## src/rtl/core/svp_pkg.sv

```systemverilog
// Package for the stride value predictor: shared types, codes and defaults.
// Depends on nothing; used by every module under rtl/core.
package svp_pkg;

  localparam int unsigned DefaultSets      = 256;
  localparam int unsigned DefaultWays      = 4;
  localparam int unsigned DefaultAddrShift = 3;

  localparam int unsigned ValueWidth = 32;
  localparam int unsigned XWidth     = 8;
  localparam int unsigned ConfWidth  = 2;

  typedef enum logic [0:0] {
    FUNC_LOOKUP = 1'b0,
    FUNC_UNDO   = 1'b1
  } func_t;

  typedef enum logic [1:0] {
    STATUS_MISS  = 2'd0,
    STATUS_HIT   = 2'd1,
    STATUS_WRONG = 2'd2
  } status_t;

  typedef enum logic [2:0] {
    REG_PREDICTOR_ENABLE   = 3'd0,
    REG_STRIDE_ENABLE      = 3'd1,
    REG_LOOKAHEAD_ENABLE   = 3'd2,
    REG_CONFIDENCE_ENABLE  = 3'd3,
    REG_REPLACE_LRU        = 3'd4,
    REG_INITIAL_CONFIDENCE = 3'd5
  } reg_index_t;

  typedef enum logic [1:0] {
    ST_IDLE,
    ST_READ,
    ST_UPDATE,
    ST_OUTPUT
  } state_t;

  // Commands from the controller to the datapath.
  typedef struct packed {
    logic load;    // capture the request and start the set read
    logic update;  // evaluate the set, write back, fill the result register
    logic bypass;  // predictor disabled: result is all zero, no state change
  } svp_cmd_t;

  typedef struct packed {
    logic enable;
    logic stride_en;
    logic lookahead_en;
    logic confidence_en;
    logic replace_lru;
    logic [ConfWidth-1:0] init_conf;
  } svp_cfg_t;

endpackage

```

## src/rtl/core/svp_ctrl.sv

```systemverilog
// Controller state machine of the stride value predictor.
// Depends on svp_pkg; drives the datapath through svp_cmd_t.
module svp_ctrl (
  input  logic              clk,
  input  logic              rst,
  input  logic              in_fire,
  input  logic              enable,
  input  logic              out_taken,
  input  logic              clear_busy,
  output logic              in_ready,
  output logic              out_valid,
  output svp_pkg::svp_cmd_t cmd
);

  svp_pkg::state_t state, state_next;

  always_ff @(posedge clk) begin
    if (rst) begin
      state <= svp_pkg::ST_IDLE;
    end else begin
      state <= state_next;
    end
  end

  // The result register frees as it is taken, so a new request is accepted
  // in the same cycle the old result leaves. Nothing is accepted while the
  // datapath is still clearing its valid bits after reset.
  always_comb begin
    state_next = state;
    cmd        = '0;
    in_ready   = 1'b0;
    out_valid  = 1'b0;
    case (state)
      svp_pkg::ST_IDLE: begin
        in_ready = !clear_busy;
      end
      svp_pkg::ST_READ: begin
        state_next = svp_pkg::ST_UPDATE;
      end
      svp_pkg::ST_UPDATE: begin
        cmd.update = 1'b1;
        state_next = svp_pkg::ST_OUTPUT;
      end
      svp_pkg::ST_OUTPUT: begin
        out_valid = 1'b1;
        in_ready  = out_taken;
        if (out_taken) begin
          state_next = svp_pkg::ST_IDLE;
        end
      end
      default: begin
        state_next = svp_pkg::ST_IDLE;
      end
    endcase
    if (in_ready && in_fire) begin
      cmd.load = 1'b1;
      if (enable) begin
        state_next = svp_pkg::ST_READ;
      end else begin
        cmd.bypass = 1'b1;
        state_next = svp_pkg::ST_OUTPUT;
      end
    end
  end

endmodule

```

## config.mk

```make
export PLATFORM = sky130hd
export DESIGN_NAME = svp_ctrl
export DESIGN_NICKNAME = d
export VERILOG_FILES = /design/src/rtl/core/svp_pkg.sv /design/src/rtl/core/svp_ctrl.sv
export SDC_FILE = /design/constraint.sdc
export NUM_CORES = 1
export LEC_CHECK = 0
export BUFFER_PORTS_ARGS = -buffer_cell sky130_fd_sc_hd__buf_4
export CORE_AREA = 2 2 39 41
export CTS_BUF_LIST = sky130_fd_sc_hd__clkbuf_8 sky130_fd_sc_hd__clkbuf_16
export DETAILED_ROUTE_END_ITERATION = 16
export DIE_AREA = 0 0 41 43
export SYNTH_ARGS = -nofsm -noshare
export SYNTH_HDL_FRONTEND = slang
export SYNTH_SLANG_ARGS = --single-unit
```

## constraint.sdc

```tcl
create_clock -name clk -period 3.4 [get_ports clk]
set_input_delay 0.68 -clock clk [delete_from_list [all_inputs] [get_ports clk]]
set_output_delay 0.68 -clock clk [all_outputs]
set_load 0.1 [all_outputs]
```

==> results_dict.tcl <==
set metrics [dict create \
    core_region_area_sq_um 1380 \
    critical_path_required_ns 2.72 \
    route.antenna.remaining_nets 0 \
    layout_commonest_cell "buf_4" \
    placed_area_sq_um 300 \
    vias 200 \
    final_core_util 0.247 \
    antenna_found_initial 0 \
    drt_iter0_markers 1 \
    finalCritPeriodShare 0.699 \
    fp.dieW_um 41 \
    cts.sinks 2 \
    layout_common_cells "buf_4 (10), inv_1 (3), ha_1 (3), clkbuf_8 (3)" \
    clk_pin_slew_worst_paths_ns 0.03 \
    cts_buffer_depth 2 \
    drv_slew 0 \
    post_route_cells_drive_above_1_share 0.528 \
    criticalPathCategory "reg -> out" \
    postCtsSetupBuffers 0 \
    finalInstanceArea_sq_um 342 \
    critPathLaunchType "flop" \
    clock_latency_ns 0.21 \
    net_count_final 47 \
    syn_warnings 0 \
    ios 11 \
    endpoint_kind "output port" \
    fp.dieArea_sq_um 1760 \
    regMostFlops "state" \
    drt_pass1_iterations 2 \
    die_h_um 43 \
    max_cap_violations 0 \
    root_buffer "clkbuf_8" \
    antenna_cells 0 \
    layout_min_cycle_time_ns 2.38 \
    hpwl_um 371 \
    number_of_global_route_vias_before_repair 206 \
    cts_tree "done" \
    seq_area_frac_synth 0.200 \
    cts-resized-gates 0 \
    worstMarginPinSlew_ns 0.337 \
    max_slew_margin 0.775 \
    finalWeightedCongestion 0.632 \
    post_synth_inst_count 23 \
    worstHoldPathType "reg -> reg" \
    grt_setup_unrepaired "false" \
    final.setup.tns_ns 0 \
    grt_remaining_overflow 0 \
    ys_types 13 \
    grt_start_max_net_pins 5 \
    synth.net_count 32 \
    cts.htree.levels 1 \
    floorplan.rows 14 \
    setup_violations 0 \
    synth_area_sq_um 200 \
    viasPerCell 3.85 \
    run_status "complete, no violations" \
    synth_area_per_cell_sq_um 8.70 \
    path_max_fanout 4 \
    cts_hold_repair.buffers 0 \
    clock.fmax_mhz 421 \
    route.detailed.drc 0 \
    globalRouteTotalUtil 0.0701 \
    numCtsBuffers 3 \
    routed_wire_length_per_instance_um 8.75 \
    syn2layout_area_growth_pct 70.6 \
    io_buffer_count 10 \
    cp_data_arrival_time_ns 1.70 \
    first_pass_grt_wire_length_um 752 \
    flip_flop_count_of_the_largest_register_after_layout 2 \
    initial_utilization 0.145 \
    finalHoldViolCount 0 \
    synth_seq_cells 2 \
    drt-total-wl_um 455 \
    worst_clock_skew_ns 0.00247 \
    reg_top3 "state x2" \
]
## layout make-up
cell class | instances | area, sq um
clock buffer | 3 | 41.3
sequential | 2 | 40.0
inverter | 4 | 15.0
fill | 159 | 1040
timing repair buffer | 10 | 75.1
multi-input combinational | 17 | 150
tap | 16 | 20.0
## critical path, cell delays in order, from the launching register on
cell and delay [ns]:
dfxtp_1 0.34, inv_1 0.07, ha_1 0.35, and2b_1 0.28, o21ai_4 0.08, nor2_2 0.08
buf_4 0.28
## cell families (layout without fill, tap and decap cells)
group	after synthesis	after routing	synth area share
simple gates	7	7	0.188
compound gates	5	5	0.250
buf+inv	4	17	0.0750
fa+ha+maj	3	3	0.188
mux	2	2	0.100
flops	2	2	0.200
## per-stage QoR
stage | hold WS (ns) | std cells | setup slack (ns)
floorplan | 0.534 | 23 | 0.329
global placement | 0.590 | 49 | 1.19
detailed placement | 0.604 | 49 | 1.16
CTS | 0.608 | 52 | 0.993
global route | 0.620 | 52 | 0.922
finish | 0.588 | 52 | 1.02
## synth_stat cells
| library cell | n | area (sq um) |
|---|---|---|
| dfxtp_1 | 2 | 40.0 |
| o41ai_2 | 1 | 16.3 |
| inv_2 | 1 | 3.75 |
| mux2i_1 | 2 | 20.0 |
| inv_1 | 3 | 11.3 |
| o21ai_4 | 1 | 16.3 |
| a21oi_1 | 2 | 10.0 |
| o211ai_1 | 1 | 7.51 |
| nor2b_1 | 1 | 6.26 |
| and2_4 | 1 | 8.76 |
| nor2_1 | 4 | 15.0 |
| and2b_1 | 1 | 7.51 |
| ha_1 | 3 | 37.5 |
## path summary, 6_finish.rpt
path / from / to / slack [ns] / cells past startpoint
worst max register to register: state[0]$_SDFFE_PP0P_ / state[1]$_SDFFE_PP0P_ / 1.89 / 6
worst min register to register: state[0]$_SDFFE_PP0P_ / state[0]$_SDFFE_PP0P_ / 0.59 / 2
worst min-delay path: state[0]$_SDFFE_PP0P_ / state[0]$_SDFFE_PP0P_ / 0.59 / 2
worst max-delay path: state[0]$_SDFFE_PP0P_ / cmd[0] / 1.02 / 6
## routing by layer
metal  part of all wire  up-vias  global-route usage
met3               0.11        2              0.0471
li1                   -      104                   -
met1               0.37       85              0.0605
met4             0.0088        0              0.0800
met2               0.51        9              0.0938
met5                  0        -                   0
Power is left out: the tool's default activity adds up to more than one toggle a clock period on the data nets, which glitch-free logic cannot reach.
